## src/rtl/hcbd_pkg.sv

```systemverilog
// ----------------------------------------------------------------------------
// hcbd_pkg: shared types and constants for the chunked body decoder
// Holds the parser phase codes, result kinds, the result record and the small
// byte classification helpers.
// ----------------------------------------------------------------------------
package hcbd_pkg;

  localparam int unsigned DecW  = 25;
  localparam int unsigned SizeW = 31;
  localparam int unsigned MlenW = 32;

  // Parser phase codes.
  localparam logic [3:0] PhHdr     = 4'd0;
  localparam logic [3:0] PhSize    = 4'd1;
  localparam logic [3:0] PhSizeCr  = 4'd2;
  localparam logic [3:0] PhExt     = 4'd3;
  localparam logic [3:0] PhExtCr   = 4'd4;
  localparam logic [3:0] PhData    = 4'd5;
  localparam logic [3:0] PhDataCr  = 4'd6;
  localparam logic [3:0] PhDataLf  = 4'd7;
  localparam logic [3:0] PhTrailer = 4'd8;
  localparam logic [3:0] PhDone    = 4'd9;
  localparam logic [3:0] PhDead    = 4'd10;

  // Result kinds.
  localparam logic [2:0] KindPayload    = 3'd0;
  localparam logic [2:0] KindComplete   = 3'd1;
  localparam logic [2:0] KindMalformed  = 3'd2;
  localparam logic [2:0] KindIncomplete = 3'd3;
  localparam logic [2:0] KindLimit      = 3'd4;

  localparam logic [7:0] ChCr    = 8'h0D;
  localparam logic [7:0] ChLf    = 8'h0A;
  localparam logic [7:0] ChSpace = 8'h20;
  localparam logic [7:0] ChTab   = 8'h09;
  localparam logic [7:0] ChSemi  = 8'h3B;

  localparam logic [DecW-1:0] MaxDecodedReset = DecW'(1024 * 1024);

  typedef struct packed {
    logic [7:0]       out_byte;
    logic [2:0]       kind;
    logic [MlenW-1:0] message_length;
    logic [DecW-1:0]  decoded_length;
    logic             run_end;
  } result_t;

  typedef struct packed {
    logic [1:0] state;
    logic       hit;
  } match_t;

  typedef struct packed {
    logic       valid;
    logic [3:0] value;
  } hex_t;

  // One step of the CR LF CR LF matcher.
  function automatic match_t match_step(input logic [1:0] st, input logic [7:0] b);
    match_t r;
    r.hit = 1'b0;
    unique case (st)
      2'd0: r.state = (b == ChCr) ? 2'd1 : 2'd0;
      2'd1: r.state = (b == ChLf) ? 2'd2 : ((b == ChCr) ? 2'd1 : 2'd0);
      2'd2: r.state = (b == ChCr) ? 2'd3 : 2'd0;
      default: begin
        r.hit   = (b == ChLf);
        r.state = (b == ChCr) ? 2'd1 : 2'd0;
      end
    endcase
    return r;
  endfunction

  function automatic hex_t hex_value(input logic [7:0] b);
    hex_t r;
    r.valid = 1'b1;
    r.value = 4'd0;
    if (b >= 8'h30 && b <= 8'h39) begin
      r.value = 4'(b - 8'h30);
    end else if (b >= 8'h61 && b <= 8'h66) begin
      r.value = 4'(b - 8'h57);
    end else if (b >= 8'h41 && b <= 8'h46) begin
      r.value = 4'(b - 8'h37);
    end else begin
      r.valid = 1'b0;
    end
    return r;
  endfunction

endpackage

```

## src/rtl/http_chunked_body_decoder.sv

```systemverilog
// ----------------------------------------------------------------------------
// http_chunked_body_decoder: HTTP/1.1 chunked transfer decoding
// Skips the message header, parses chunk-size lines, emits payload bytes and
// reports completion, malformed input, size limit and early end of message.
// ----------------------------------------------------------------------------
//
//   Channel  Direction  Handshake             Payload
//   in       input      in_valid_i/in_ready_o in_byte_i, last_in_i
//   out      output     out_valid_o/out_ready_i out_byte_o, kind_o,
//                                             message_length_o, decoded_length_o,
//                                             run_end_o
//   cfg      input      cfg_valid_i/cfg_ready_o cfg_max_decoded_bytes_i
//
// One byte is accepted per cycle unless the input stalls; its parser update
// completes in that cycle and its zero to two results enter a four-entry
// result queue, from which they are shown on the output in order.
// The input stalls only when the queue has fewer than two free entries.
// Reset returns the parser to header scan and restores the size limit.
module http_chunked_body_decoder #(
  parameter int unsigned COUNT_BITS = 32
) (
  input  logic                          clk_i,
  input  logic                          rst_ni,
  input  logic                          in_valid_i,
  output logic                          in_ready_o,
  input  logic [7:0]                    in_byte_i,
  input  logic                          last_in_i,
  output logic                          out_valid_o,
  input  logic                          out_ready_i,
  output logic [7:0]                    out_byte_o,
  output logic [2:0]                    kind_o,
  output logic [hcbd_pkg::MlenW-1:0]    message_length_o,
  output logic [hcbd_pkg::DecW-1:0]     decoded_length_o,
  output logic                          run_end_o,
  input  logic                          cfg_valid_i,
  output logic                          cfg_ready_o,
  input  logic [hcbd_pkg::DecW-1:0]     cfg_max_decoded_bytes_i
);
  import hcbd_pkg::*;

  localparam int unsigned QDepth = 4;
  localparam int unsigned QPtrW  = 2;
  localparam int unsigned QCntW  = 3;
  localparam int unsigned SumW   = SizeW + 1;

  logic [DecW-1:0]       max_dec_q;
  logic [3:0]            phase_q, phase_d;
  logic [1:0]            crlf_q, crlf_d;
  logic [SizeW-1:0]      size_q, size_d;
  logic                  saw_hex_q, saw_hex_d;
  logic [SizeW-1:0]      remain_q, remain_d;
  logic [COUNT_BITS-1:0] count_q, count_d, count_inc;
  logic [DecW-1:0]       dec_q, dec_d;

  logic       accept;
  logic       live;
  logic       pay_valid;
  logic       ev_valid;
  logic [2:0] ev_kind;
  logic       other_valid;
  logic [2:0] other_kind;
  logic [MlenW-1:0] other_mlen;
  match_t     mres;
  hex_t       hres;
  logic [SumW-1:0] limit_sum;
  logic       limit_hit;
  logic [3:0] eol_phase;
  logic       eol_ev;
  logic [2:0] eol_kind;
  logic [1:0] eol_crlf;
  logic [SizeW-1:0] eol_remain;

  result_t    res0, res1;
  logic [1:0] n_push;

  result_t          queue_q [QDepth];
  logic [QPtrW-1:0] wr_ptr_q, rd_ptr_q;
  logic [QCntW-1:0] qcnt_q;
  logic             pop;

  assign accept      = in_valid_i && in_ready_o;
  assign cfg_ready_o = 1'b1;
  assign live        = (phase_q != PhDone) && (phase_q != PhDead);
  assign count_inc   = (live && (count_q != '1)) ? count_q + 1'b1 : count_q;
  assign mres        = match_step(crlf_q, in_byte_i);
  assign hres        = hex_value(in_byte_i);
  assign limit_sum   = SumW'(dec_q) + SumW'(size_q);
  assign limit_hit   = limit_sum > SumW'(max_dec_q);

  // Outcome of a finished size line, shared by the plain and extension paths.
  always_comb begin
    eol_phase  = PhData;
    eol_ev     = 1'b0;
    eol_kind   = KindMalformed;
    eol_crlf   = crlf_q;
    eol_remain = remain_q;
    if (!saw_hex_q) begin
      eol_phase = PhDead;
      eol_ev    = 1'b1;
    end else if (size_q == '0) begin
      eol_phase = PhTrailer;
      eol_crlf  = 2'd2;
    end else if (limit_hit) begin
      eol_phase = PhDead;
      eol_ev    = 1'b1;
      eol_kind  = KindLimit;
    end else begin
      eol_remain = size_q;
    end
  end

  always_comb begin
    phase_d   = phase_q;
    crlf_d    = crlf_q;
    size_d    = size_q;
    saw_hex_d = saw_hex_q;
    remain_d  = remain_q;
    count_d   = count_inc;
    dec_d     = dec_q;
    pay_valid = 1'b0;
    ev_valid  = 1'b0;
    ev_kind   = KindMalformed;

    unique case (phase_q)
      PhHdr: begin
        crlf_d = mres.state;
        if (mres.hit) begin
          phase_d   = PhSize;
          size_d    = '0;
          saw_hex_d = 1'b0;
        end
      end
      PhSize: begin
        if (in_byte_i == ChSemi) begin
          phase_d = PhExt;
        end else if (in_byte_i == ChSpace || in_byte_i == ChTab) begin
          phase_d = PhSize;
        end else if (in_byte_i == ChCr) begin
          phase_d = PhSizeCr;
        end else if (!hres.valid || (size_q[SizeW-1:SizeW-4] != 4'd0)) begin
          // Not a digit, or one more digit would pass the largest size.
          phase_d  = PhDead;
          ev_valid = 1'b1;
        end else begin
          size_d    = {size_q[SizeW-5:0], hres.value};
          saw_hex_d = 1'b1;
        end
      end
      PhSizeCr: begin
        if (in_byte_i == ChLf) begin
          phase_d  = eol_phase;
          ev_valid = eol_ev;
          ev_kind  = eol_kind;
          crlf_d   = eol_crlf;
          remain_d = eol_remain;
        end else begin
          phase_d  = PhDead;
          ev_valid = 1'b1;
        end
      end
      PhExt: begin
        if (in_byte_i == ChCr) begin
          phase_d = PhExtCr;
        end
      end
      PhExtCr: begin
        if (in_byte_i == ChLf) begin
          phase_d  = eol_phase;
          ev_valid = eol_ev;
          ev_kind  = eol_kind;
          crlf_d   = eol_crlf;
          remain_d = eol_remain;
        end else if (in_byte_i != ChCr) begin
          phase_d = PhExt;
        end
      end
      PhData: begin
        dec_d     = dec_q + 1'b1;
        pay_valid = 1'b1;
        remain_d  = (remain_q != '0) ? remain_q - 1'b1 : remain_q;
        if (remain_d == '0) begin
          phase_d = PhDataCr;
        end
      end
      PhDataCr: begin
        if (in_byte_i == ChCr) begin
          phase_d = PhDataLf;
        end else begin
          phase_d  = PhDead;
          ev_valid = 1'b1;
        end
      end
      PhDataLf: begin
        if (in_byte_i == ChLf) begin
          phase_d   = PhSize;
          size_d    = '0;
          saw_hex_d = 1'b0;
        end else begin
          phase_d  = PhDead;
          ev_valid = 1'b1;
        end
      end
      PhTrailer: begin
        crlf_d = mres.state;
        if (mres.hit) begin
          phase_d  = PhDone;
          ev_valid = 1'b1;
          ev_kind  = KindComplete;
        end
      end
      default: begin
        phase_d = phase_q;
      end
    endcase

    // Build the results before the end of message clears the state.
    other_valid = ev_valid
               || (last_in_i && (phase_d != PhDone) && (phase_d != PhDead));
    other_kind  = ev_valid ? ev_kind : KindIncomplete;
    other_mlen  = (ev_valid && (ev_kind == KindComplete)) ? MlenW'(count_inc) : '0;

    res0.out_byte       = pay_valid ? in_byte_i : 8'd0;
    res0.kind           = pay_valid ? KindPayload : other_kind;
    res0.message_length = pay_valid ? '0 : other_mlen;
    res0.decoded_length = dec_d;
    res0.run_end        = !(pay_valid && other_valid);

    res1.out_byte       = 8'd0;
    res1.kind           = other_kind;
    res1.message_length = other_mlen;
    res1.decoded_length = dec_d;
    res1.run_end        = 1'b1;

    n_push = accept ? (2'(pay_valid) + 2'(other_valid)) : 2'd0;

    if (last_in_i) begin
      phase_d   = PhHdr;
      crlf_d    = 2'd0;
      size_d    = '0;
      saw_hex_d = 1'b0;
      remain_d  = '0;
      count_d   = '0;
      dec_d     = '0;
    end
  end

  always_ff @(posedge clk_i or negedge rst_ni) begin
    if (!rst_ni) begin
      max_dec_q <= MaxDecodedReset;
      phase_q   <= PhHdr;
      crlf_q    <= 2'd0;
      size_q    <= '0;
      saw_hex_q <= 1'b0;
      remain_q  <= '0;
      count_q   <= '0;
      dec_q     <= '0;
    end else begin
      if (cfg_valid_i) begin
        max_dec_q <= cfg_max_decoded_bytes_i;
      end
      if (accept) begin
        phase_q   <= phase_d;
        crlf_q    <= crlf_d;
        size_q    <= size_d;
        saw_hex_q <= saw_hex_d;
        remain_q  <= remain_d;
        count_q   <= count_d;
        dec_q     <= dec_d;
      end
    end
  end

  // Result queue: up to two pushes and one pop per cycle.
  assign in_ready_o  = qcnt_q <= QCntW'(QDepth - 2);
  assign out_valid_o = qcnt_q != '0;
  assign pop         = out_valid_o && out_ready_i;

  always_ff @(posedge clk_i or negedge rst_ni) begin
    if (!rst_ni) begin
      wr_ptr_q <= '0;
      rd_ptr_q <= '0;
      qcnt_q   <= '0;
    end else begin
      wr_ptr_q <= wr_ptr_q + QPtrW'(n_push);
      rd_ptr_q <= rd_ptr_q + QPtrW'(pop);
      qcnt_q   <= qcnt_q + QCntW'(n_push) - QCntW'(pop);
    end
  end

  always_ff @(posedge clk_i) begin
    if (n_push != 2'd0) begin
      queue_q[wr_ptr_q] <= res0;
    end
    if (n_push == 2'd2) begin
      queue_q[wr_ptr_q + 1'b1] <= res1;
    end
  end

  assign out_byte_o       = queue_q[rd_ptr_q].out_byte;
  assign kind_o           = queue_q[rd_ptr_q].kind;
  assign message_length_o = queue_q[rd_ptr_q].message_length;
  assign decoded_length_o = queue_q[rd_ptr_q].decoded_length;
  assign run_end_o        = queue_q[rd_ptr_q].run_end;

endmodule

```

## config.mk

```make
export PLATFORM = sky130hd
export DESIGN_NAME = http_chunked_body_decoder
export DESIGN_NICKNAME = d
export VERILOG_FILES = /design/src/rtl/hcbd_pkg.sv /design/src/rtl/http_chunked_body_decoder.sv
export SDC_FILE = /design/constraint.sdc
export NUM_CORES = 1
export LEC_CHECK = 0
export ABC_AREA = 1
export BUFFER_PORTS_ARGS = -buffer_cell sky130_fd_sc_hd__buf_2
export CAP_MARGIN = 15
export CORE_MARGIN = 10
export CORE_UTILIZATION = 31
export DETAILED_ROUTE_END_ITERATION = 8
export SLEW_MARGIN = 25
export SYNTH_ARGS = -nofsm -noshare
export SYNTH_HDL_FRONTEND = slang
export SYNTH_SLANG_ARGS = --single-unit
```

## constraint.sdc

```tcl
create_clock -name clk_i -period 6.3 [get_ports clk_i]
set_input_delay 0 -clock clk_i [delete_from_list [all_inputs] [get_ports clk_i]]
set_output_delay 0 -clock clk_i [all_outputs]
set_load 0.005 [all_outputs]
```

==> results of run 1 <==
==> area by class of cell <==
| class | count | area, um2 | area share |
|---|---|---|---|
| antenna | 6 | 15.0 | 0.000537 |
| clock buffer | 66 | 1280 | 0.0457 |
| clock inverter | 22 | 196 | 0.00703 |
| inverter | 284 | 1070 | 0.0384 |
| multi-input combinational | 1963 | 10200 | 0.364 |
| sequential | 434 | 11900 | 0.425 |
| tap | 969 | 1210 | 0.0434 |
| timing repair buffer | 267 | 2120 | 0.0757 |
==> cell usage after synthesis (3+ instances only) <==
| cell | count | area share |
|---|---|---|
| edfxtp_1 | 240 | 0.31 |
| o22ai_1 | 140 | 0.037 |
| o211ai_1 | 13 | 0.0042 |
| o21bai_1 | 6 | 0.0019 |
| dfrtp_1 | 157 | 0.17 |
| buf_1 | 5 | 0.00080 |
| a31oi_1 | 6 | 0.0016 |
| dfxtp_1 | 36 | 0.031 |
| o31ai_1 | 3 | 0.00096 |
| nand4_1 | 41 | 0.011 |
| inv_1 | 275 | 0.044 |
| nand2_1 | 444 | 0.071 |
| nand3_1 | 86 | 0.018 |
| ha_1 | 66 | 0.035 |
| nor4_1 | 11 | 0.0029 |
| buf_2 | 4 | 0.00086 |
| nor3_2 | 3 | 0.0013 |
| o21ai_0 | 261 | 0.056 |
| nor3_1 | 27 | 0.0058 |
| o2111ai_1 | 19 | 0.0071 |
| nand2_2 | 5 | 0.0013 |
| clkbuf_1 | 105 | 0.017 |
| a21oi_1 | 78 | 0.017 |
| inv_2 | 4 | 0.00064 |
| nand4_2 | 4 | 0.0021 |
| clkinv_1 | 3 | 0.00048 |
| nor2_2 | 5 | 0.0013 |
| or2_2 | 22 | 0.0059 |
| nand3_2 | 3 | 0.0013 |
| nor2_1 | 592 | 0.095 |
| o21ai_1 | 7 | 0.0015 |
| or2_1 | 3 | 0.00080 |
| xor2_1 | 73 | 0.027 |
| xnor2_1 | 11 | 0.0041 |
==> flip-flops by register name, indices dropped and copies added, names as in the netlist <==
name	flops
queue_q	276
qcnt_q	3
max_dec_q	25
rd_ptr_q	2
wr_ptr_q	2
saw_hex_q	1
size_q	31
crlf_q	2
remain_q	31
phase_q	4
count_q	32
dec_q	25
==> repair_timing <==
item                                   CTS  global route
buffers inserted                         0             3
endpoints found under the hold margin  153             0
resized for setup                        0            33
hold buffers                            59             0
setup endpoints to repair                0           453
==> power by group through the flow <==
| stage | Combinational [mW] | Clock (mW) | Sequential [mW] |
|---|---|---|---|
| floorplan | 3.81 | 0 | 3.74 |
| global placement | 5.79 | 0 | 3.90 |
| detailed placement | 5.80 | 0 | 3.91 |
| CTS | 5.86 | 2.74 | 3.85 |
| global route | 6.63 | 2.85 | 3.92 |
| finish | 5.97 | 2.68 | 3.87 |
==> worst max path at each step <==
stage	start	cells after the start	to	slack, ns
after detailed placement	dec_q[0]	38	queue_q[1][4]	0.39
after global placement	size_q[12]	39	queue_q[3][46]	0.17
after CTS	dec_q[2]	37	queue_q[1][4]	0.34
after floorplan	dec_q[0]	37	queue_q[0][10]	0.17
final	size_q[0]	39	queue_q[1][19]	0.52
after global routing	dec_q[2]	45	queue_q[0][52]	0.02
==> layer usage <==
layer	vias to the layer above	part of all wire	track usage
met5	-	0.00029	0
met4	4	0.023	0.0411
met3	93	0.066	0.0338
met2	553	0.46	0.265
met1	9665	0.45	0.215
li1	9851	-	-
==> cells in the final DEF (no fill, tap or decap), drive strengths merged, types with 3 or more instances in the layout <==
cell type / n
a31oi: 6
diode: 6
or2: 26
nand2: 450
o21ai: 268
nor3: 31
clkinv: 21
dlygate4sd3: 59
o211ai: 13
nor2: 599
o2111ai: 19
o21bai: 6
buf: 205
o31ai: 3
nand4: 45
xnor2: 11
xor2: 74
dfxtp: 36
a21oi: 78
clkbuf: 69
inv: 282
dfrtp: 157
o22ai: 140
ha: 66
nor4: 13
edfxtp: 240
nand3: 89
==> metrics by stage <==
stage / hold slack, ns / setup WS (ns) / util
floorplan: -0.296 / 0.173 / -
global placement: 0.171 / 0.165 / 0.343
detailed placement: 0.178 / 0.385 / 0.343
CTS: 0.00159 / 0.336 / 0.371
global route: 0.0683 / 0.0190 / 0.375
finish: 0.0213 / 0.516 / 0.375
==> cell families (layout without fill, tap and decap cells) <==
family / count (synthesis) / in the layout / synth area share
AO/OA/AOI/OAI: 550 / 550 / 0.133
other: 1 / 7 / 0.000160
adder cells (fa/ha/maj): 68 / 68 / 0.0370
buffers and inverters: 399 / 639 / 0.0645
flip-flops: 434 / 434 / 0.508
XOR/XNOR: 85 / 85 / 0.0322
multiplexers: 1 / 1 / 0.000482
AND/OR/NAND/NOR: 1258 / 1258 / 0.224
==> results.cfg, run 1 <==
[worst_setup_path]
r2r-start = size_q[0]
endpoint_kind = register
cp_max_fo = 26
crit_required_ns = 6.57
reg2reg_to = queue_q[1][19]
path_delay_family = simple AND/OR/NAND/NOR gates
r2r_cells = 39
slowest_delay_ns = 0.36
crit_buf_inv = 10
path_common_cell = nand2_1
startpoint_type = register
critPathKind = reg2reg
arrival_ns = 6.05
reg2reg_slack_ns = 0.52
crit_path_top_delay_cell = dfrtp_1

[drt]
drt-initial-drc-count = 1668
post_drt_via_cell_ratio = 5.03
routed_wl_mm = 72.9
vias = 20166
drc = 0
wl_per_cell_um = 18.2
drt_first_pass_iters = 5
postRouteAntennaNets = 0

[clock_tree]
clk_path_buf_depth = 3
cts_root_buffer = clkbuf_16
numCtsBuffers = 47
htree_levels = 2
clock_latency_ns = 0.60
clk_pin_slew_ns = 0.06
tritoncts = done
cts.sinks = 434

[die]
die_width_um = 295
core_um2 = 74600
rows = 100
die_h_um = 295
num_io_pins = 111
dieArea_um2 = 86800
initial_core_util = 0.314

[sta]
rsz0062_at_grt = no
timing.fmax_mhz = 173
fin_setup_tns_ns = 0
period_minus_slack_ns = 5.78
maxSlewHeadroom = 0.305
fin_crit_sh = 0.918
skew_ns = 0.0301
slew_viol_final = 0
tightestPinTransition_ns = 1.04
hold_violations = 0
setup_violations = 0

[yosys]
synth_seq_area_share = 0.508
syn_inst = 2796
synth_ff_type = edfxtp_1
syn_area_per_cell_um2 = 8.36
ys_seq_elements = 434
async_reset_ff_frac = 0.364
yosysWarnings = 0
synthDistinctLibCells = 65
synth-edff-count = 240
syn_nets = 2903
synthesis.area_um2 = 23400

[power_and_ir_drop]
peakVddDrop_v = 0.000400
totalPowerFinal_mw = 12.5
internal_power_mw = 6.88
netSwitchingFraction = 0.450
power_frac_comb = 0.477
clkPwrFrac = 0.214
seqPwrFrac = 0.309
powerDensity_nw_per_um2 = 448
power_leakage_nw = 11.4
p_sw_mw = 5.64

[global_route]
grt_pass1_vias = 19552
grt_max_degree = 96
antenna_found_initial = 8
grt_overflow = 0
grt_pass1_wl_mm = 112
grt_usage = 0.162

[place]
dpl.cell_count = 3851
dpl.hpwl_mm = 49.5
place_area_um2 = 25600
gp_congestion = 0.956
port_buffers = 109

[finish]
stdcell_count = 4011
synthToLayoutAreaGrowth_pct = 19.5
num-fill-cells = 7492
drive_gt1_frac = 0.124
final_area_um2 = 27900
nets = 3104

[job]
drv_cap = 0

[worst_hold_path]
min_path_type = in2reg
worstHoldStart = cfg_valid_i
hold_depth = 2
min_to = max_dec_q[11]

[status]
status = finished clean
Power figures use the tool's default switching activity.
==> run 2, diff against run 1 <==
--- a/config.mk
+++ b/config.mk
@@ -5,7 +5,6 @@
 export SDC_FILE = /design/constraint.sdc
 export NUM_CORES = 1
 export LEC_CHECK = 0
-export ABC_AREA = 1
 export BUFFER_PORTS_ARGS = -buffer_cell sky130_fd_sc_hd__buf_2
 export CAP_MARGIN = 15
 export CORE_MARGIN = 10
==> run 2 against run 1 <==
- the run now ends with hold timing, setup timing left
- combinational power shrank 55%
- first-iteration DRC count rose by 23%
- highest routed layer unchanged
- fmax fell by 15%
- clock skew is 0.0064 ns lower
==> results.cfg, run 2 <==
[status]
status = complete, but fails checks
violations = hold timing, setup timing

[drt]
drc = 0
wl_per_cell_um = 21.3
drt_first_pass_iters = 5
post_drt_via_cell_ratio = 5.43
vias = 20948
routed_wl_mm = 82.1
drt-initial-drc-count = 2044
postRouteAntennaNets = 0

[sta]
setup_violations = 516
tightestPinTransition_ns = 0.878
timing.fmax_mhz = 148
skew_ns = 0.0237
period_minus_slack_ns = 6.78
setup_slack_ns = -0.478
hold_violations = 3
slew_viol_final = 0
holdWs_ns = -0.00340
fin_crit_sh = 1.08
rsz0062_at_grt = yes
maxSlewHeadroom = 0.414

[worst_setup_path]
r2r-start = size_q[0]
endpoint_kind = register
crit_path_top_delay_cell = or4b_4
path_common_cell = o21ai_4
reg2reg_to = queue_q[2][2]
arrival_ns = 7.13
crit_required_ns = 6.66
r2r_cells = 31
startpoint_type = register
slowest_delay_ns = 0.60
reg2reg_slack_ns = -0.48
cp_max_fo = 6
critPathKind = reg2reg

[global_route]
grt_util_met2 = 0.283
grt_usage = 0.168
grt_pass1_vias = 20500
grt_overflow = 0
grt_util_met3 = 0.0211
grt.met1_usage = 0.225
grt-busiest-layer = met2
grt_max_degree = 63
grt_pass1_wl_mm = 120
antenna_found_initial = 2

[finish]
diodes = 0
drive_gt1_frac = 0.313
stdcell_count = 3856
synthToLayoutAreaGrowth_pct = 36.7
nets = 2894
reg_top3 = queue_q x276, count_q x32
final_core_util = 0.430
final_area_um2 = 32700
largest_register_ffs = 276
largest-register = queue_q
final_common_cell = nor2_1
final_cell_mix = 262 x nor2_1, 256 x buf_4, 240 x edfxtp_1

[power_and_ir_drop]
clkPwrFrac = 0.314
totalPowerFinal_mw = 9.02
power_leakage_nw = 12.6
netSwitchingFraction = 0.326
seqPwrFrac = 0.386
internal_power_mw = 6.08
power_frac_comb = 0.299
p_sw_mw = 2.94
powerDensity_nw_per_um2 = 275
peakVddDrop_v = 0.000205

[die]
dieArea_um2 = 88800
core_um2 = 76200
rows = 101
die_h_um = 298
initial_core_util = 0.314
num_io_pins = 111
die_width_um = 298

[clock_tree]
clock_latency_ns = 0.60
numCtsBuffers = 47
clk_pin_slew_ns = 0.06
cts_root_buffer = clkbuf_16
tritoncts = done
cts.sinks = 434
htree_levels = 2
clk_path_buf_depth = 3

[yosys]
syn_inst = 2339
netlist_top_cells_area = edfxtp_1 30%, dfrtp_1 16%, mux4_2 6.5%
synth.most_common_cell = nor2_1
synth_ff_type = edfxtp_1
synthDistinctLibCells = 100
synth_top_area_cell = edfxtp_1
synthesis.area_um2 = 23900
ys_seq_elements = 434
yosysWarnings = 0
yosys.area.top_type_share = 0.301
synth_seq_area_share = 0.496
ys_top_cells_by_count = 344 x nor2_1, 240 x edfxtp_1, 214 x a21oi_1
syn_nets = 2446
async_reset_ff_frac = 0.364
syn_area_per_cell_um2 = 10.2
synth-edff-count = 240

[place]
port_buffers = 109
dpl.cell_count = 3597
place_area_um2 = 27600
dpl.hpwl_mm = 51.8
gp_congestion = 0.894

[worst_hold_path]
min_path_type = in2async

[job]
drv_cap = 0
-- run 2: cell types whose count changed after synthesis, sizes merged, moves of 27 or more --
cell / previous run / this run
nor2: 599 / 344
nand2: 450 / 172
and3: 2 / 36
nand3: 89 / 58
a22o: 1 / 37
xor2: 74 / 30
xnor2: 11 / 38
o21ai: 268 / 154
or3: 0 / 31
inv: 279 / 71
o22ai: 140 / 7
a21oi: 78 / 225
nor3: 31 / 64
mux4: 0 / 69
-- run 2: logic make-up after synthesis --
logic type / synth area share
flops: 0.496
other cells: 0.000157
compound gates: 0.161
mux: 0.0722
xor+xnor: 0.0249
buf+inv: 0.0368
fa+ha+maj: 0.0362
simple gates: 0.173
-- run 2: worst max-delay path, delay by kind of cell, from the launching register on --
family                   cells  cell delay [ns]
AO/OA/AOI/OAI               10             1.79
XOR/XNOR                     1             0.13
adder cells (fa/ha/maj)      4             1.05
buffers and inverters        7             1.01
flip-flops                   1             0.40
AND/OR/NAND/NOR              9             2.11
-- run 2: power by group through the flow --
stage	sequential [mW]	combinational, mW	clock [mW]
5_1_grt	3.52	2.89	2.98
3_3_place_gp	3.52	2.33	0
6_report	3.48	2.70	2.83
3_5_place_dp	3.53	2.36	0
2_1_floorplan	3.34	1.51	0
4_1_cts	3.48	2.54	2.87
-- run 2: per-layer routing --
| metal | share of wire | vias to the layer above |
|---|---|---|
| met5 | 0.000085 | - |
| met4 | 0.025 | 2 |
| met3 | 0.057 | 126 |
| met2 | 0.49 | 697 |
| met1 | 0.43 | 10523 |
| li1 | - | 9600 |
-- run 2: cell type report --
type / instances / area, um2
inverters: 71 / 282
fillers: 7015 / 43500
multi-input cells: 1687 / 12500
clock inverters: 21 / 233
well taps: 1030 / 1290
repair buffers: 546 / 5230
clock buffers: 67 / 1330
flip-flops and latches: 434 / 11900
-- run 2: stage by stage --
stage / setup WS, ns / TNS, ns
5_1_grt: -0.700 / -252.91
3_3_place_gp: -0.633 / -245.81
4_1_cts: -0.475 / -199.90
3_5_place_dp: -0.727 / -291.87
6_report: -0.478 / -143.81
2_1_floorplan: -0.666 / -181.90
-- run 2: how the worst max path moves through the flow --
stage,from,to,slack [ns],depth (start not counted)
final,size_q[0],queue_q[2][2],-0.48,31
after global routing,size_q[0],queue_q[2][2],-0.70,33
after CTS,size_q[0],queue_q[0][33],-0.47,32
after detailed placement,size_q[0],queue_q[2][41],-0.73,29
after global placement,dec_q[13],queue_q[2][41],-0.63,26
after floorplan,dec_q[0],queue_q[2][10],-0.67,29
-- run 2: repair_timing --
action | in CTS | in global routing
hold buffers | 78 | 0
gates cloned | 14 | 25
endpoints found under the hold margin | 110 | 0
buffers inserted | 31 | 29
gates resized for setup | 77 | 283
pin swaps | 28 | 61
endpoints found under the setup margin | 522 | 561
